**src/pss_pkg.sv**
```systemverilog
// Shared widths, codes and control types of the process slice scheduler.
`default_nettype none
package pss_pkg;

  localparam int DEF_MAX_PROCS = 8;
  localparam int REQ_W   = 2;
  localparam int ARR_W   = 16;
  localparam int BURST_W = 12;
  localparam int PRIO_W  = 8;
  localparam int TIME_W  = 17;
  localparam int STAT_W  = 2;
  localparam int IDX_W   = 3;
  localparam int MODE_W  = 3;
  localparam int QNT_W   = 12;
  localparam int CFG_W   = 1;
  localparam int CFG_D_W = 12;

  localparam logic [TIME_W-1:0] TIME_LIMIT = 17'h1FFFF;
  localparam logic [PRIO_W-1:0] PRIO_MIN   = 8'h80;

  localparam logic [REQ_W-1:0] REQ_LOAD  = 2'd0;
  localparam logic [REQ_W-1:0] REQ_STEP  = 2'd1;
  localparam logic [REQ_W-1:0] REQ_CLEAR = 2'd2;

  localparam logic [STAT_W-1:0] ST_SLICE = 2'd0;
  localparam logic [STAT_W-1:0] ST_OK    = 2'd1;
  localparam logic [STAT_W-1:0] ST_FULL  = 2'd2;
  localparam logic [STAT_W-1:0] ST_DONE  = 2'd3;

  localparam logic [MODE_W-1:0] MODE_FCFS  = 3'd0;
  localparam logic [MODE_W-1:0] MODE_SJF   = 3'd1;
  localparam logic [MODE_W-1:0] MODE_SRTF  = 3'd2;
  localparam logic [MODE_W-1:0] MODE_RR    = 3'd3;
  localparam logic [MODE_W-1:0] MODE_SPRIO = 3'd4;
  localparam logic [MODE_W-1:0] MODE_DPRIO = 3'd5;

  localparam logic [CFG_W-1:0] REG_MODE    = 1'd0;
  localparam logic [CFG_W-1:0] REG_QUANTUM = 1'd1;

  typedef struct packed {
    logic accept;
    logic load;
    logic clear;
    logic none_left;
    logic scan_start;
    logic scan1;
    logic decide;
    logic scan2;
    logic update;
  } pss_cmd_t;

  typedef struct packed {
    logic [REQ_W-1:0] req_type;
    logic             empty;
    logic             last;
    logic             any_left;
  } pss_stat_t;

endpackage
`default_nettype wire

```
**src/pss_req_if.sv**
```systemverilog
// Request channel: valid, ready and one request beat.
`default_nettype none
interface pss_req_if;
  logic                           valid;
  logic                           ready;
  logic [pss_pkg::REQ_W-1:0]      req_type;
  logic [pss_pkg::ARR_W-1:0]      arrival;
  logic [pss_pkg::BURST_W-1:0]    burst;
  logic signed [pss_pkg::PRIO_W-1:0] priority_req;
  modport source (output valid, req_type, arrival, burst, priority_req, input ready);
  modport sink (input valid, req_type, arrival, burst, priority_req, output ready);
endinterface
`default_nettype wire

```
**src/pss_res_if.sv**
```systemverilog
// Result channel: valid, ready and one slice beat.
`default_nettype none
interface pss_res_if;
  logic                         valid;
  logic                         ready;
  logic [pss_pkg::STAT_W-1:0]   status;
  logic [pss_pkg::IDX_W-1:0]    proc_index;
  logic [pss_pkg::TIME_W-1:0]   start_time;
  logic [pss_pkg::TIME_W-1:0]   end_time;
  logic                         completed;
  logic [pss_pkg::TIME_W-1:0]   turnaround;
  logic [pss_pkg::TIME_W-1:0]   waiting;
  modport source (output valid, status, proc_index, start_time, end_time, completed,
                  turnaround, waiting, input ready);
  modport sink (input valid, status, proc_index, start_time, end_time, completed,
                turnaround, waiting, output ready);
endinterface
`default_nettype wire

```
**src/pss_cfg_if.sv**
```systemverilog
// Configuration write channel: valid, ready, register index and data.
`default_nettype none
interface pss_cfg_if;
  logic                         valid;
  logic                         ready;
  logic [pss_pkg::CFG_W-1:0]    index;
  logic [pss_pkg::CFG_D_W-1:0]  data;
  modport source (output valid, index, data, input ready);
  modport sink (input valid, index, data, output ready);
endinterface
`default_nettype wire

```
**src/pss_datapath.sv**
```systemverilog
// Process table, scan registers, slice arithmetic and result register.
`default_nettype none
module pss_datapath #(
  parameter int MAX_PROCS = pss_pkg::DEF_MAX_PROCS
) (
  input  wire logic                   clk,
  input  wire logic                   rst,
  input  wire pss_pkg::pss_cmd_t      cmd,
  output pss_pkg::pss_stat_t          stat,
  pss_req_if.sink                     req,
  pss_res_if.source                   res,
  pss_cfg_if.sink                     cfg
);

  localparam int IW = (MAX_PROCS > 1) ? $clog2(MAX_PROCS) : 1;
  localparam int CW = $clog2(MAX_PROCS + 1);
  localparam int TW = pss_pkg::TIME_W;

  logic [pss_pkg::ARR_W-1:0]   arr_mem   [MAX_PROCS];
  logic [pss_pkg::BURST_W-1:0] burst_mem [MAX_PROCS];
  logic [pss_pkg::BURST_W-1:0] rem_mem   [MAX_PROCS];
  logic [pss_pkg::PRIO_W-1:0]  prio_mem  [MAX_PROCS];
  logic [TW-1:0]               rq_mem    [MAX_PROCS];
  logic [MAX_PROCS-1:0]        done;

  logic [CW-1:0]               count;
  logic [TW-1:0]               now;
  logic                        running;
  logic [pss_pkg::MODE_W-1:0]  mode;
  logic [pss_pkg::QNT_W-1:0]   quantum;

  logic [pss_pkg::REQ_W-1:0]   rq_type;
  logic [pss_pkg::ARR_W-1:0]   rq_arr;
  logic [pss_pkg::BURST_W-1:0] rq_burst;
  logic [pss_pkg::PRIO_W-1:0]  rq_prio;

  logic [IW-1:0]               idx;
  logic                        any_left;
  logic                        any_arr;
  logic [pss_pkg::ARR_W-1:0]   earliest;
  logic                        pick_vld;
  logic [IW-1:0]               pick;
  logic [TW-1:0]               best_key;

  logic [pss_pkg::STAT_W-1:0]  o_status;
  logic [pss_pkg::IDX_W-1:0]   o_index;
  logic [TW-1:0]               o_start;
  logic [TW-1:0]               o_end;
  logic                        o_done;
  logic [TW-1:0]               o_ta;
  logic [TW-1:0]               o_wait;

  logic [pss_pkg::MODE_W-1:0]  m;
  logic                        preempt;
  logic [pss_pkg::ARR_W-1:0]   e_arr;
  logic [pss_pkg::BURST_W-1:0] e_burst;
  logic [pss_pkg::BURST_W-1:0] e_rem;
  logic [pss_pkg::PRIO_W-1:0]  e_prio;
  logic [TW-1:0]               e_key;
  logic                        e_cand;
  logic [pss_pkg::QNT_W-1:0]   q;
  logic [pss_pkg::BURST_W-1:0] run;
  logic [TW:0]                 sum;
  logic [TW-1:0]               end_t;
  logic [pss_pkg::BURST_W-1:0] rem_next;
  logic [TW-1:0]               ta;
  logic [TW-1:0]               wait_t;

  assign cfg.ready = 1'b1;

  assign stat.req_type = rq_type;
  assign stat.empty    = (count == '0);
  assign stat.last     = ({{(CW > IW ? CW - IW : 1){1'b0}}, idx} == CW'(count - 1'b1)) ||
                         (count == '0);
  assign stat.any_left = any_left;

  always_comb begin
    m = (mode > pss_pkg::MODE_DPRIO) ? pss_pkg::MODE_FCFS : mode;
    preempt = m inside {pss_pkg::MODE_SRTF, pss_pkg::MODE_RR, pss_pkg::MODE_DPRIO};
    e_arr   = arr_mem[idx];
    e_burst = burst_mem[idx];
    e_rem   = rem_mem[idx];
    e_prio  = prio_mem[idx];
    // Smaller key wins in every mode; priority is flipped into that order.
    case (m)
      pss_pkg::MODE_SJF, pss_pkg::MODE_SRTF: e_key = TW'(e_rem);
      pss_pkg::MODE_RR: e_key = rq_mem[idx];
      pss_pkg::MODE_SPRIO, pss_pkg::MODE_DPRIO: e_key = TW'(~(e_prio ^ pss_pkg::PRIO_MIN));
      default: e_key = TW'(e_arr);
    endcase
    e_cand = !done[idx] && (TW'(e_arr) <= now);
    q   = (quantum == '0) ? pss_pkg::QNT_W'(1) : quantum;
    run = (preempt && e_rem > q) ? q : e_rem;
    sum = {1'b0, now} + (TW + 1)'(run);
    end_t = sum[TW] ? pss_pkg::TIME_LIMIT : sum[TW-1:0];
    rem_next = e_rem - run;
    ta = end_t - TW'(e_arr);
    wait_t = (ta > TW'(e_burst)) ? ta - TW'(e_burst) : '0;
  end

  always_ff @(posedge clk) begin
    if (rst) begin
      done     <= '0;
      count    <= '0;
      now      <= '0;
      running  <= 1'b0;
      mode     <= pss_pkg::MODE_FCFS;
      quantum  <= pss_pkg::QNT_W'(1);
      idx      <= '0;
      any_left <= 1'b0;
      any_arr  <= 1'b0;
      pick_vld <= 1'b0;
    end else begin
      if (cfg.valid) begin
        case (cfg.index)
          pss_pkg::REG_MODE:    mode <= cfg.data[pss_pkg::MODE_W-1:0];
          pss_pkg::REG_QUANTUM: quantum <= cfg.data;
          default: ;
        endcase
      end
      if (cmd.accept) begin
        rq_type  <= req.req_type;
        rq_arr   <= req.arrival;
        rq_burst <= req.burst;
        rq_prio  <= req.priority_req;
      end
      if (cmd.load) begin
        o_status <= (count >= CW'(MAX_PROCS)) ? pss_pkg::ST_FULL : pss_pkg::ST_OK;
        if (count < CW'(MAX_PROCS)) begin
          arr_mem[count[IW-1:0]]   <= rq_arr;
          burst_mem[count[IW-1:0]] <= rq_burst;
          rem_mem[count[IW-1:0]]   <= rq_burst;
          prio_mem[count[IW-1:0]]  <= rq_prio;
          rq_mem[count[IW-1:0]]    <= TW'(rq_arr);
          done[count[IW-1:0]]      <= 1'b0;
          count <= count + 1'b1;
        end
      end
      if (cmd.clear) begin
        done     <= '0;
        count    <= '0;
        now      <= '0;
        running  <= 1'b0;
        o_status <= pss_pkg::ST_OK;
      end
      if (cmd.none_left) begin
        o_status <= pss_pkg::ST_DONE;
      end
      if (cmd.load || cmd.clear || cmd.none_left) begin
        o_index <= '0;
        o_start <= '0;
        o_end   <= '0;
        o_done  <= 1'b0;
        o_ta    <= '0;
        o_wait  <= '0;
      end
      if (cmd.scan_start) begin
        idx      <= '0;
        any_left <= 1'b0;
        any_arr  <= 1'b0;
      end
      if (cmd.scan1) begin
        if (!done[idx]) begin
          if (!any_left || e_arr < earliest) begin
            earliest <= e_arr;
          end
          any_left <= 1'b1;
          if (TW'(e_arr) <= now) begin
            any_arr <= 1'b1;
          end
        end
        idx <= idx + 1'b1;
      end
      if (cmd.decide) begin
        // Jump over an idle gap, or start the clock at the first arrival.
        if (!running || !any_arr) begin
          now <= TW'(earliest);
        end
        running  <= 1'b1;
        idx      <= '0;
        pick_vld <= 1'b0;
      end
      if (cmd.scan2) begin
        if (e_cand && (!pick_vld || e_key < best_key)) begin
          pick_vld <= 1'b1;
          pick     <= idx;
          best_key <= e_key;
        end
        if (stat.last) begin
          idx <= (e_cand && (!pick_vld || e_key < best_key)) ? idx : pick;
        end else begin
          idx <= idx + 1'b1;
        end
      end
      if (cmd.update) begin
        now <= end_t;
        rem_mem[idx] <= rem_next;
        o_status <= pss_pkg::ST_SLICE;
        o_index  <= pss_pkg::IDX_W'(idx);
        o_start  <= now;
        o_end    <= end_t;
        if (rem_next == '0) begin
          done[idx] <= 1'b1;
          o_done <= 1'b1;
          o_ta   <= ta;
          o_wait <= wait_t;
        end else begin
          o_done <= 1'b0;
          o_ta   <= '0;
          o_wait <= '0;
          if (m == pss_pkg::MODE_RR) begin
            rq_mem[idx] <= end_t;
          end
          if (m == pss_pkg::MODE_DPRIO && e_prio != pss_pkg::PRIO_MIN) begin
            prio_mem[idx] <= e_prio - 1'b1;
          end
        end
      end
    end
  end

  assign res.status     = o_status;
  assign res.proc_index = o_index;
  assign res.start_time = o_start;
  assign res.end_time   = o_end;
  assign res.completed  = o_done;
  assign res.turnaround = o_ta;
  assign res.waiting    = o_wait;

endmodule
`default_nettype wire

```
**src/pss_ctrl.sv**
```systemverilog
// Sequencer for load, clear and the two-pass step scan.
`default_nettype none
module pss_ctrl (
  input  wire logic                clk,
  input  wire logic                rst,
  input  wire pss_pkg::pss_stat_t  stat,
  output pss_pkg::pss_cmd_t        cmd,
  input  wire logic                in_valid,
  output logic                     in_ready,
  output logic                     out_valid,
  input  wire logic                out_ready
);

  typedef enum logic [2:0] {
    S_IDLE, S_DISPATCH, S_SCAN1, S_DECIDE, S_SCAN2, S_UPDATE, S_OUT
  } state_t;

  state_t state;

  assign in_ready  = (state == S_IDLE);
  assign out_valid = (state == S_OUT);

  always_comb begin
    cmd = '0;
    case (state)
      S_IDLE: cmd.accept = in_valid;
      S_DISPATCH: begin
        case (stat.req_type)
          pss_pkg::REQ_LOAD:  cmd.load = 1'b1;
          pss_pkg::REQ_CLEAR: cmd.clear = 1'b1;
          pss_pkg::REQ_STEP: begin
            cmd.scan_start = !stat.empty;
            cmd.none_left  = stat.empty;
          end
          default: ;
        endcase
      end
      S_SCAN1:  cmd.scan1 = 1'b1;
      S_DECIDE: begin
        cmd.decide    = stat.any_left;
        cmd.none_left = !stat.any_left;
      end
      S_SCAN2:  cmd.scan2 = 1'b1;
      S_UPDATE: cmd.update = 1'b1;
      default: ;
    endcase
  end

  always_ff @(posedge clk) begin
    if (rst) begin
      state <= S_IDLE;
    end else begin
      case (state)
        S_IDLE: if (in_valid) state <= S_DISPATCH;
        S_DISPATCH: begin
          case (stat.req_type)
            pss_pkg::REQ_LOAD, pss_pkg::REQ_CLEAR: state <= S_OUT;
            pss_pkg::REQ_STEP: state <= stat.empty ? S_OUT : S_SCAN1;
            default: state <= S_IDLE; // drop unassigned request types
          endcase
        end
        S_SCAN1:  if (stat.last) state <= S_DECIDE;
        S_DECIDE: state <= stat.any_left ? S_SCAN2 : S_OUT;
        S_SCAN2:  if (stat.last) state <= S_UPDATE;
        S_UPDATE: state <= S_OUT;
        S_OUT:    if (out_ready) state <= S_IDLE;
        default:  state <= S_IDLE;
      endcase
    end
  end

endmodule
`default_nettype wire

```
**src/process_slice_scheduler.sv**
```systemverilog
// Top level of the process slice scheduler.
// Channels: req (sink) carries load, step and clear requests; res (source)
// returns one beat per request (unassigned request types give none); cfg
// writes sched_mode (index 0) and quantum (index 1) and is always ready.
// One request is handled at a time: req is ready only while the block is
// idle, and stays low until the result beat has been taken.
// A load or clear goes from the dispatch state straight to the result. A
// step runs two passes over the table, one entry per cycle, through a
// single read port: the first finds the earliest pending arrival, the
// second picks the winner under the current mode; an update state then
// computes the slice. A step on an empty table skips both passes, and one
// in which every loaded process has finished ends after the first pass.
// Reset empties the table, zeroes the clock, sets fcfs and a quantum of 1.
// If res is stalled the result beat holds and no new request is taken.
`default_nettype none
module process_slice_scheduler #(
  parameter int MAX_PROCS = pss_pkg::DEF_MAX_PROCS
) (
  input wire logic   clk,
  input wire logic   rst,
  pss_req_if.sink    req,
  pss_res_if.source  res,
  pss_cfg_if.sink    cfg
);

  pss_pkg::pss_cmd_t  cmd;
  pss_pkg::pss_stat_t stat;

  pss_ctrl u_ctrl (
    .clk       (clk),
    .rst       (rst),
    .stat      (stat),
    .cmd       (cmd),
    .in_valid  (req.valid),
    .in_ready  (req.ready),
    .out_valid (res.valid),
    .out_ready (res.ready)
  );

  pss_datapath #(.MAX_PROCS(MAX_PROCS)) u_dp (
    .clk  (clk),
    .rst  (rst),
    .cmd  (cmd),
    .stat (stat),
    .req  (req),
    .res  (res),
    .cfg  (cfg)
  );

endmodule
`default_nettype wire

```
**src/flat_wrapper.sv**
```systemverilog
// flat-port wrapper written by rule: the top's interface ports become plain ports
module process_slice_scheduler_flat 
#(
  parameter int MAX_PROCS = pss_pkg::DEF_MAX_PROCS
)
  (clk, rst, req_valid, req_req_type, req_arrival, req_burst, req_priority_req, req_ready, res_valid, res_status, res_proc_index, res_start_time, res_end_time, res_completed, res_turnaround, res_waiting, res_ready, cfg_valid, cfg_index, cfg_data, cfg_ready);
  pss_req_if req_i ();
  pss_res_if res_i ();
  pss_cfg_if cfg_i ();
  input wire logic clk;
  input wire logic rst;
  input wire logic [$bits(req_i.valid)-1:0] req_valid;
  input wire logic [$bits(req_i.req_type)-1:0] req_req_type;
  input wire logic [$bits(req_i.arrival)-1:0] req_arrival;
  input wire logic [$bits(req_i.burst)-1:0] req_burst;
  input wire logic [$bits(req_i.priority_req)-1:0] req_priority_req;
  output wire logic [$bits(req_i.ready)-1:0] req_ready;
  output wire logic [$bits(res_i.valid)-1:0] res_valid;
  output wire logic [$bits(res_i.status)-1:0] res_status;
  output wire logic [$bits(res_i.proc_index)-1:0] res_proc_index;
  output wire logic [$bits(res_i.start_time)-1:0] res_start_time;
  output wire logic [$bits(res_i.end_time)-1:0] res_end_time;
  output wire logic [$bits(res_i.completed)-1:0] res_completed;
  output wire logic [$bits(res_i.turnaround)-1:0] res_turnaround;
  output wire logic [$bits(res_i.waiting)-1:0] res_waiting;
  input wire logic [$bits(res_i.ready)-1:0] res_ready;
  input wire logic [$bits(cfg_i.valid)-1:0] cfg_valid;
  input wire logic [$bits(cfg_i.index)-1:0] cfg_index;
  input wire logic [$bits(cfg_i.data)-1:0] cfg_data;
  output wire logic [$bits(cfg_i.ready)-1:0] cfg_ready;
  assign req_i.valid = req_valid;
  assign req_i.req_type = req_req_type;
  assign req_i.arrival = req_arrival;
  assign req_i.burst = req_burst;
  assign req_i.priority_req = req_priority_req;
  assign req_ready = req_i.ready;
  assign res_valid = res_i.valid;
  assign res_status = res_i.status;
  assign res_proc_index = res_i.proc_index;
  assign res_start_time = res_i.start_time;
  assign res_end_time = res_i.end_time;
  assign res_completed = res_i.completed;
  assign res_turnaround = res_i.turnaround;
  assign res_waiting = res_i.waiting;
  assign res_i.ready = res_ready;
  assign cfg_i.valid = cfg_valid;
  assign cfg_i.index = cfg_index;
  assign cfg_i.data = cfg_data;
  assign cfg_ready = cfg_i.ready;
  process_slice_scheduler #(.MAX_PROCS(MAX_PROCS)) u_core (.clk(clk), .rst(rst), .req(req_i), .res(res_i), .cfg(cfg_i));
endmodule
```
**config.mk**
```make
export PLATFORM = sky130hd
export DESIGN_NAME = process_slice_scheduler_flat
export DESIGN_NICKNAME = d
export VERILOG_FILES = /design/src/pss_pkg.sv /design/src/pss_req_if.sv /design/src/pss_res_if.sv /design/src/pss_cfg_if.sv /design/src/pss_datapath.sv /design/src/pss_ctrl.sv /design/src/process_slice_scheduler.sv /design/src/flat_wrapper.sv
export SDC_FILE = /design/constraint.sdc
export NUM_CORES = 1
export LEC_CHECK = 0
export ABC_AREA = 0
export BUFFER_PORTS_ARGS = -buffer_cell sky130_fd_sc_hd__buf_2
export CAP_MARGIN = 20
export CELL_PAD_IN_SITES_DETAIL_PLACEMENT = 0
export CELL_PAD_IN_SITES_GLOBAL_PLACEMENT = 2
export CORE_MARGIN = 8
export CORE_UTILIZATION = 46
export CTS_CLUSTER_DIAMETER = 50
export DETAILED_ROUTE_END_ITERATION = 7
export PLACE_DENSITY_LB_ADDON = 0.1
export SLEW_MARGIN = 10
export SYNTH_ARGS = -nofsm -noshare
export SYNTH_HDL_FRONTEND = slang
export SYNTH_SLANG_ARGS = --single-unit
```
**constraint.sdc**
```tcl
create_clock -name clk -period 10.7 [get_ports clk]
set_clock_uncertainty 0.15 [all_clocks]
set_input_delay 2.14 -clock clk [delete_from_list [all_inputs] [get_ports clk]]
set_output_delay 2.14 -clock clk [all_outputs]
set_load 0.02 [all_outputs]
```
# Word-level counts from Yosys, hierarchy flattened
# Memories as Yosys holds them, arrays and structs flattened. A register that Yosys moved wholly into a read port is not among the register bits.
# Cells that the tools add are included.
dict set report word_totals {
  wordCells 233
  inputBits 56
  mem_count 5
  ram_bits 520
  out_inout_bits 77
  regBits 202
}
dict set report classes {
  add_sub_neg 8
  n_reduce_logical 45
  order_cmp 12
  n_eq_ne 19
  bitwise_logic 8
  muxes 111
}
# name words width read_ports rd_ports_with_merged_regs wr line_no
set mem_list {}
lappend mem_list {u_core.u_dp.rq_mem 8 17 1 1 1 pss_datapath.sv:23} ;# logic [TW-1:0] rq_mem [MAX_PROCS];
lappend mem_list {u_core.u_dp.arr_mem 8 16 1 1 1 pss_datapath.sv:19} ;# logic [pss_pkg::ARR_W-1:0] arr_mem [MAX_PROCS];
lappend mem_list {u_core.u_dp.burst_mem 8 12 1 1 1 pss_datapath.sv:20} ;# logic [pss_pkg::BURST_W-1:0] burst_mem [MAX_PROCS];
lappend mem_list {u_core.u_dp.rem_mem 8 12 1 1 1 pss_datapath.sv:21} ;# logic [pss_pkg::BURST_W-1:0] rem_mem [MAX_PROCS];
lappend mem_list {u_core.u_dp.prio_mem 8 8 1 1 1 pss_datapath.sv:22} ;# logic [pss_pkg::PRIO_W-1:0] prio_mem [MAX_PROCS];
# op n
set ops {}
lappend ops {{$mux 17} 14}
lappend ops {{$mux 3} 27}
lappend ops {{$mux 8} 7}
lappend ops {{$pmux 17 s3} 1}
lappend ops {{$mux 1} 46}
lappend ops {{$mux 12} 3}
lappend ops {{$logic_not 12->1} 2}
lappend ops {{$pmux 3 s7} 1}
lappend ops {{$add 17x12->18} 1}
lappend ops {{$gt 17x12->1} 1}
lappend ops {{$le 16x17->1} 1}
lappend ops {{$lt 17x17->1} 1}
lappend ops {{$not 8->17} 1}
lappend ops {{$reduce_or 17->1} 1}
lappend ops {{$sub 17x12->17} 1}
lappend ops {{$sub 17x16->17} 1}
lappend ops {{$lt 16x16->1} 1}
lappend ops {{$eq 3x3->1 const B} 5}
lappend ops {{$mux 2} 7}
lappend ops {{$reduce_and 2->1} 7}
lappend ops {{$eq 3x2->1 const B} 4}
lappend ops {{$gt 12x12->1} 1}
lappend ops {{$reduce_or 12->1} 1}
lappend ops {{$sub 12x12->12} 1}
lappend ops {{other kinds (37)} 67}

# Logic depth before layout (Yosys ltp)
# Gate-level depths: netlist (run 1).
dict set report depth {
  depth_word 14
  depth_mapped 40
  ltp_nobuf 34
}

# Worst setup path after synthesis (run 1)
# Ideal clock, no wire load.
dict set report synth_timing {
  path_kind {register -> register}
  from {register (tool-made name)}
  to {register u_core.u_dp.o_wait[10] (netlist: u_core.u_dp.res.waiting[10]) (data pin)}
  synth_period_minus_slack_ns 9.419
  path_buffers 8
  t_required_ns 10.280
  path_slack_ns 1.281
  setup_time_ns 0.270
  arrival_ns 8.999
  path_stages_with_launch 41
  path_cell_list {dfxtp_1 -> buf_4 -> buf_4 -> buf_4 -> buf_4 -> buf_2 -> mux4_2 -> mux2_2 -> ha_1 -> a21oi_1 -> o21ai_0 -> a221o_1 -> o21a_1 -> buf_1 -> nor2_1 -> a21oi_1 -> ha_1 -> o21ai_0 -> [... 5 more ...] -> nor2_1 -> nor2_1 -> ha_1 -> fa_1 -> nand2b_1 -> a21oi_1 -> nor3_1 -> xnor2_1 -> ha_1 -> a21o_1 -> a21oi_1 -> o21a_1 -> o21ai_0 -> maj3_2 -> a211o_1 -> a2111oi_4 -> buf_4 -> nor3_1}
}
# item line_no
set synth_rtl {}
lappend synth_rtl {{to (signal assigned)} pss_datapath.sv:206} ;# o_wait <= wait_t;
lappend synth_rtl {{to (decl)} pss_datapath.sv:51} ;# logic [TW-1:0] o_wait;

==> out/results.tsv, run 1 <==
stage	metric	value	unit
place	io_buffers	131	
finish	areaGrowthSynthToFinish	14.45	%
floorplan	die_w	282.5	µm
place	dp_slack	0.8152	ns
outcome	status	completed	
yosys	synthAdderAreaFrac	4.677	%
sta	rsz0062_at_grt	no	
route	drc	0	
floorplan	io_pins	133	
worst_setup_path	crit_path_end_kind	flip-flop	
finish	finalNetCount	2530	
yosys	synth_edf_count	668	
clock_tree	ctsHoldBuffers	0	
sta	worst_slew_pin_slew	1.189	ns
worst_setup_path	critical_path_required	10.91	ns
global_route	grt_pass1_wl	132300	µm
power	powerDensity	206.6	mW/mm²
sta	timing.final.crit_share	91.34	%
power	p_leak	12.86	nW
finish	fin_area	0.03739	mm²
yosys	synth.area.top_cells	edfxtp_1, mux4_2, ha_1, dfxtp_1, mux2i_1	
yosys	synth_simple_gate_area_share	6.442	%
yosys	synthXorXnorAreaFrac	1.475	%
global_route	grt_max_degree	70	
yosys	syn-num-nets	2345	
sta	setup_violations	0	
power	power.internal	0.005503	W
sta	fin_tns_setup	0	ns
clock_tree	cts_tree	done	
power	switching_power	0.002223	W
route	first_pass_iters	6	
clock_tree	cts_inserted_buffers	82	
sta	fin_ws	0.9270	ns
place	post_dp_cell_area	0.03456	mm²
sta	max_freq	0.1023	GHz
power	seqPwrFrac	41.7	%
worst_setup_path	endpoint	u_core.u_dp.res.waiting[3]	
worst_setup_path	crit_type	reg2reg	
yosys	ys_seq_elements	725	
yosys	postSynthAreaPerCell	15.05	µm²
yosys	synth_most_common_cell	edfxtp_1	
yosys	synth_common_cells	edfxtp_1, nor2_1, mux4_2	
run	maxCapViolCount	0	
sta	max_slew_margin	18.46	%
global_route	grt_antenna_before_repair	4	
route	vias	19460	
worst_setup_path	slowest_delay	0.78	ns
yosys	synth_top_family_by_area	multiplexers	
worst_setup_path	start_kind	flip-flop	
clock_tree	htree_levels	3	
sta	hold_viol	0	
clock_tree	cts_sinks	725	
clock_tree	cts.clk_slew.worst_paths	0.06	ns
worst_setup_path	r2r-end	u_core.u_dp.res.waiting[3]	
sta	drv_slew	0	
route	final_antenna_net_count	0	
yosys	synth-compound-area-share	7.419	%
route	wl_per_cell	27.33	µm
yosys	yosysSeqAreaShare	64.90	%
power	switching_share	28.77	%
worst_setup_path	cp_max_fo	31	
clock_tree	cts_root_buf	clkbuf_16	
finish	layout-drive-gt1-share	21.30	%
yosys	ys_types	79	
floorplan	chipHeight	282.5	µm
route	drt-initial-drc-count	1696	
power	pwr-share-clk	37.2	%
floorplan	core-area	0.07015	mm²
yosys	synthArstFlopShare	0	%
floorplan	rows	97	
power	irDropWorstVdd	0.1416	mV
clock_tree	cts.path.max_buffers	3	
hold_path	hp-class	reg2reg	
global_route	grtUsageTotal	22.83	%
global_route	grt_pass1_vias	19550	
yosys	synthMuxAreaShare	12.42	%
yosys	syn_inst	2171	
sta	fin_crit	9.773	ns
route	routed_wl	91910	µm
yosys	synth_top_area_cell	edfxtp_1	
yosys	synth_flop_cell	edfxtp_1	
clock_tree	cts_setup_buffers	0	
power	combPwrFrac	21.1	%
yosys	synth_top_area_share	61.40	%
worst_setup_path	r2r_cells	33	
floorplan	initial_core_util	46.57	%
place	dp_hpwl	63450	µm
worst_setup_path	cp.arrival	9.99	ns
clock_tree	clk_latency	0.64	ns
place	gp_congestion	0.8623	
yosys	syn_area	0.03267	mm²
worst_setup_path	slowest_stage	dfxtp_4	
floorplan	die-area	0.07980	mm²
global_route	grt-ovfl-total	0	
worst_setup_path	reg2reg_slack	0.93	ns
yosys	ys_warn_count	0	
route	viasPerCell	5.787	
[cell type report]
type | instances | area (µm²)
Antenna cell | 1 | 2.502
Clock buffer | 103 | 2225
Clock inverter | 47 | 580.6
Fill cell | 5794 | 32760
Inverter | 124 | 465.4
Multi-Input combinational cell | 1232 | 10620
Sequential cell | 725 | 21210
Tap cell | 940 | 1176
Timing Repair Buffer | 191 | 1104
[power groups by stage]
stage | logic, W | registers [W] | clock network [W]
after floorplan | 0.00113 | 0.00326 | 0
after CTS | 0.00164 | 0.00322 | 0.00292
after global placement | 0.00163 | 0.00328 | 0
after global routing | 0.00178 | 0.00323 | 0.00302
final | 0.00163 | 0.00322 | 0.00287
after detailed placement | 0.00163 | 0.00328 | 0
[metrics by stage]
stage | hold slack (ns) | std cells | util (%) | power, W
2_1_floorplan | 0.2864 | 2171 | - | 0.004389
3_5_place_dp | 0.3040 | 3209 | 49.27 | 0.004911
5_1_grt | 0.3295 | 3362 | 53.29 | 0.008027
6_report | 0.3171 | 3363 | 53.30 | 0.007726
3_3_place_gp | 0.2967 | 3208 | 49.25 | 0.004908
4_1_cts | 0.3127 | 3359 | 53.26 | 0.007778
[cells by family (layout without fill, tap and decap cells)]
group	Yosys count	in the layout
AOI/OAI and AO/OA	375	375
xor gates and xnor gates	55	55
adders and majority gates	120	120
buffers and inverters	214	465
DFF	725	725
muxes	234	234
other	1	2
and+or+nand+nor	447	447
[worst max-delay path, delay by kind of cell (launching register included)]
family,cells,cell delay (ns)
multiplexers,2,0.96
AO/OA/AOI/OAI,17,4.00
XOR/XNOR,1,0.15
AND/OR/NAND/NOR,6,1.03
flip-flops,1,0.78
buffers and inverters,1,0.27
adder cells (fa/ha/maj),6,2.16
[layer usage]
metal  global-route usage, %  part of all wire (%)
met4                   7.059                   3.1
met1                   30.95                    43
met3                   3.356                   5.5
met2                   38.05                    49
met5                       0                 0.025
[state kept, by name, indices dropped and copies added, names as in the netlist, 4 cells and up, named ones only]
name and flops:
u_core.u_dp.earliest 16, u_core.u_dp.rq_burst 12, u_core.u_dp.prio_mem 64, u_core.u_dp.now 17, u_core.u_dp.res.start_time 17, u_core.u_dp.rq_arr 16, u_core.u_dp.res.waiting 17, u_core.u_dp.rem_mem 96
u_core.u_dp.best_key 17, u_core.u_dp.quantum 12, u_core.u_dp.done 8, u_core.u_dp.burst_mem 96, u_core.u_dp.arr_mem 128, u_core.u_dp.count 4, u_core.u_dp.res.turnaround 17, u_core.u_dp.rq_mem 136
u_core.u_dp.rq_prio 8, u_core.u_dp.res.end_time 17
[repair_timing]
item | 4_1_cts | 5_1_grt
hold endpoints to repair | 0 | 0
resized for setup | 0 | 1
setup endpoints to repair | 0 | 9
[worst min path at each step]
stage,startpoint,endpoint,slack (ns),cells past startpoint
finish,u_core.u_dp.any_arr,u_core.u_dp.any_arr,0.32,2
global route,u_core.u_dp.any_arr,u_core.u_dp.any_arr,0.33,2
CTS,u_core.u_dp.any_arr,u_core.u_dp.any_arr,0.31,2
detailed placement,u_core.u_dp.any_arr,u_core.u_dp.any_arr,0.30,2
global placement,u_core.u_dp.running,u_core.u_dp.running,0.30,2
floorplan,u_core.u_dp.running,u_core.u_dp.running,0.29,2
[cell usage in the layout, fill, tap and decap left out, types with 10 or more instances in the layout]
master     instances
edfxtp_1         668
nor2_1           146
buf_2            132
mux4_2           127
nand2_1          120
inv_1            116
ha_1             114
a21oi_1          109
clkbuf_16         85
o21ai_0           79
buf_4             57
mux2i_1           55
dfxtp_1           53
mux2_2            45
nor3_1            35
xor2_1            30
nand3_1           25
xnor2_1           25
and2_1            25
a21o_1            24
o21a_1            18
nor2b_1           17
o21ai_1           17
clkinv_1          17
a211oi_1          16
clkbuf_1          15
nand4_1           14
o211ai_1          13
nand2b_1          11
o221ai_1          10
a221oi_1          10
(Power assumes the default switching activity.)
==> run 2, diff against run 1 <==
Settings changed: ABC_AREA 0 to 1, CORE_UTILIZATION 46 to 42.
==> run 2 against run 1 <==
  * Non-clock buffer count shrank 6
  * Final cell count increased by 31%
  * Sequential cell count stayed put
  * Global-route usage is 0.16 points higher
  * Highest routed layer is now met4
==> out/results.tsv, run 2 <==
stage	metric	value	unit	change
outcome	status	completed		
yosys	synth.area.top_cells	edfxtp_1, nand2_1, o21ai_0, nor2_1, ha_1		
route	viasPerCell	5.470		-5.5%
route	first_pass_iters	5		-1
place	dp_slack	1.895	ns	+1.080 ns
sta	drv_slew	0		unchanged
yosys	synthArstFlopShare	0	%	unchanged
worst_setup_path	slowest_delay	0.55	ns	-0.23 ns
place	post_dp_cell_area	0.03516	mm²	+1.7%
finish	layout-drive-gt1-share	12.70	%	-8.6 points
yosys	synth_common_cells	edfxtp_1, nand2_1, nor2_1		
worst_setup_path	cp.arrival	9.08	ns	-0.91 ns
yosys	synth_edf_count	668		unchanged
power	power.total	0.01410	W	+82%
floorplan	die-area	0.08889	mm²	+11%
global_route	grt_antenna_before_repair	1		-3
yosys	postSynthAreaPerCell	10.69	µm²	-29%
floorplan	io_pins	133		unchanged
yosys	syn-num-nets	3301		+41%
finish	nFillCells	7284		+26%
route	vias	24060		+24%
clock_tree	cts_root_buf	clkbuf_16		
yosys	ys_types	59		-25%
sta	fin_ws	1.855	ns	+0.9275 ns
worst_setup_path	slowest_stage	o21ai_0		
worst_setup_path	crit_type	reg2reg		
power	irDropWorstVdd	0.3914	mV	+180%
worst_setup_path	critPathMostFrequentCell	nand2_1		
floorplan	chipHeight	298.1	µm	+5.5%
route	routed_wl	105200	µm	+14%
global_route	grt_pass1_vias	23790		+22%
worst_setup_path	critical_path_required	10.94	ns	+0.03 ns
sta	max_freq	0.1131	GHz	+10%
finish	areaGrowthSynthToFinish	14.85	%	
floorplan	core-area	0.07887	mm²	+12%
finish	fin_area	0.03840	mm²	+2.7%
finish	largest_reg_flops	136		unchanged
sta	fin_crit	8.845	ns	-0.9275 ns
yosys	synth_top_area_share	60.00	%	-1.4 points
sta	fin_tns_setup	0	ns	unchanged
clock_tree	cts_tree	done		
floorplan	initial_core_util	42.39	%	-4.2 points
finish	finalNetCount	3442		+36%
clock_tree	postCtsResizedCells	0		unchanged
route	wl_per_cell	23.91	µm	-13%
yosys	synth_most_common_cell	edfxtp_1		
floorplan	die_w	298.1	µm	+5.5%
clock_tree	ctsHoldBuffers	0		unchanged
power	powerDensity	367.1	mW/mm²	+78%
finish	largest-register	u_core.u_dp.rq_mem		
clock_tree	cts_inserted_buffers	94		+15%
run	maxCapViolCount	0		unchanged
yosys	synth_top_area_cell	edfxtp_1		
clock_tree	clk_latency	0.65	ns	about the same
sta	worst_slew_pin_slew	1.144	ns	-0.04503 ns
yosys	syn_area	0.03343	mm²	+2.3%
global_route	grtUsageTotal	22.99	%	+0.16 points
worst_setup_path	cp_max_fo	30		-3.2%
clock_tree	htree_levels	3		unchanged
power	p_leak	14.59	nW	+13%
yosys	ys_seq_elements	725		unchanged
sta	setup_violations	0		unchanged
sta	hold_viol	0		unchanged
hold_path	hp-class	reg2reg		
finish	layout_common_cells	edfxtp_1, nand2_1, nor2_1, o21ai_0, inv_1		
global_route	grt_pass1_wl	154400	µm	+17%
yosys	ys_warn_count	0		unchanged
clock_tree	cts_setup_buffers	0		unchanged
sta	rsz0062_at_grt	no		
clock_tree	cts_sinks	725		unchanged
sta	max_slew_margin	22.93	%	+4.5 points
place	gp_congestion	0.8798		+2.0%
yosys	yosysSeqAreaShare	63.41	%	-1.5 points
global_route	grt_max_degree	164		+130%
yosys	syn_inst	3127		+44%
finish	finalCoreUtilization	48.69	%	-4.6 points
worst_setup_path	start_kind	flip-flop		
global_route	grt-ovfl-total	0		unchanged
clock_tree	cts.clk_slew.worst_paths	0.06	ns	about the same
yosys	synth_flop_cell	edfxtp_1		
place	io_buffers	131		unchanged
route	drt-initial-drc-count	1944		+15%
sta	timing.final.crit_share	82.67	%	-8.7 points
worst_setup_path	crit_path_end_kind	flip-flop		
clock_tree	cts.path.max_buffers	3		unchanged
finish	layout_commonest_cell	edfxtp_1		
floorplan	rows	103		+6.2%
route	drc	0		unchanged
place	dp_hpwl	70960	µm	+12%
route	final_antenna_net_count	0		unchanged
[run 2: cells by family after synthesis]
logic type / share of synthesized area, %
adder cells (fa/ha/maj): 4.506
flip-flops: 63.41
AND/OR/NAND/NOR: 14.51
buffers and inverters: 5.269
AO/OA/AOI/OAI: 11.27
XOR/XNOR: 1.022
other: 0.01122
[run 2: cell type report]
class / instances / area (µm²) / area share [%]
Tap cell: 1050 / 1314 / 3.421
Clock buffer: 107 / 2422 / 6.308
Sequential cell: 725 / 21210 / 55.23
Multi-Input combinational cell: 1987 / 10550 / 27.48
Inverter: 275 / 1041 / 2.711
Antenna cell: 3 / 7.507 / 0.01955
Timing Repair Buffer: 185 / 1144 / 2.978
Clock inverter: 67 / 708.2 / 1.844
[run 2: power breakdown]
part | total [W] | switching, W | internal [W] | leakage [nW]
sequential | 0.00348 | 0.000134 | 0.00334 | 6.50
clock | 0.00315 | 0.00127 | 0.00188 | 1.52
combinational | 0.00747 | 0.00518 | 0.00229 | 6.57
[run 2: per-layer routing]
| layer | share of wire, % | vias to the layer above | GRT usage, % |
|---|---|---|---|
| li1 | - | 11330 | - |
| met1 | 45 | 11920 | 31.27 |
| met2 | 47 | 640 | 37.95 |
| met3 | 4.7 | 173 | 3.147 |
| met5 | 0 | - | 0 |
| met4 | 3.4 | 0 | 7.347 |
[run 2: worst paths after layout]
path                             start                    endpoint  slack [ns]  depth (start not counted)
setup / recovery             flip-flop  u_core.u_dp.res.waiting[4]        1.85                         40
hold / removal    u_core.u_dp.pick_vld        u_core.u_dp.pick_vld        0.32                          2
setup reg to reg             flip-flop  u_core.u_dp.res.waiting[4]        1.85                         40
hold reg to reg   u_core.u_dp.pick_vld        u_core.u_dp.pick_vld        0.32                          2
[run 2: metrics by stage]
step           hold WS, ns  cells
3_5_place_dp        0.3153   4213
2_1_floorplan       0.2808   3127
4_1_cts             0.3270   4387
5_1_grt             0.3492   4396
3_3_place_gp        0.3084   4211
6_report            0.3233   4399
[run 2: worst max-delay path, delay by kind of cell (launching register included)]
kind | cells | cell delay, ns
adder cells (fa/ha/maj) | 4 | 1.37
flip-flops | 1 | 0.50
AO/OA/AOI/OAI | 9 | 2.65
XOR/XNOR | 1 | 0.23
AND/OR/NAND/NOR | 23 | 3.00
buffers and inverters | 3 | 0.67
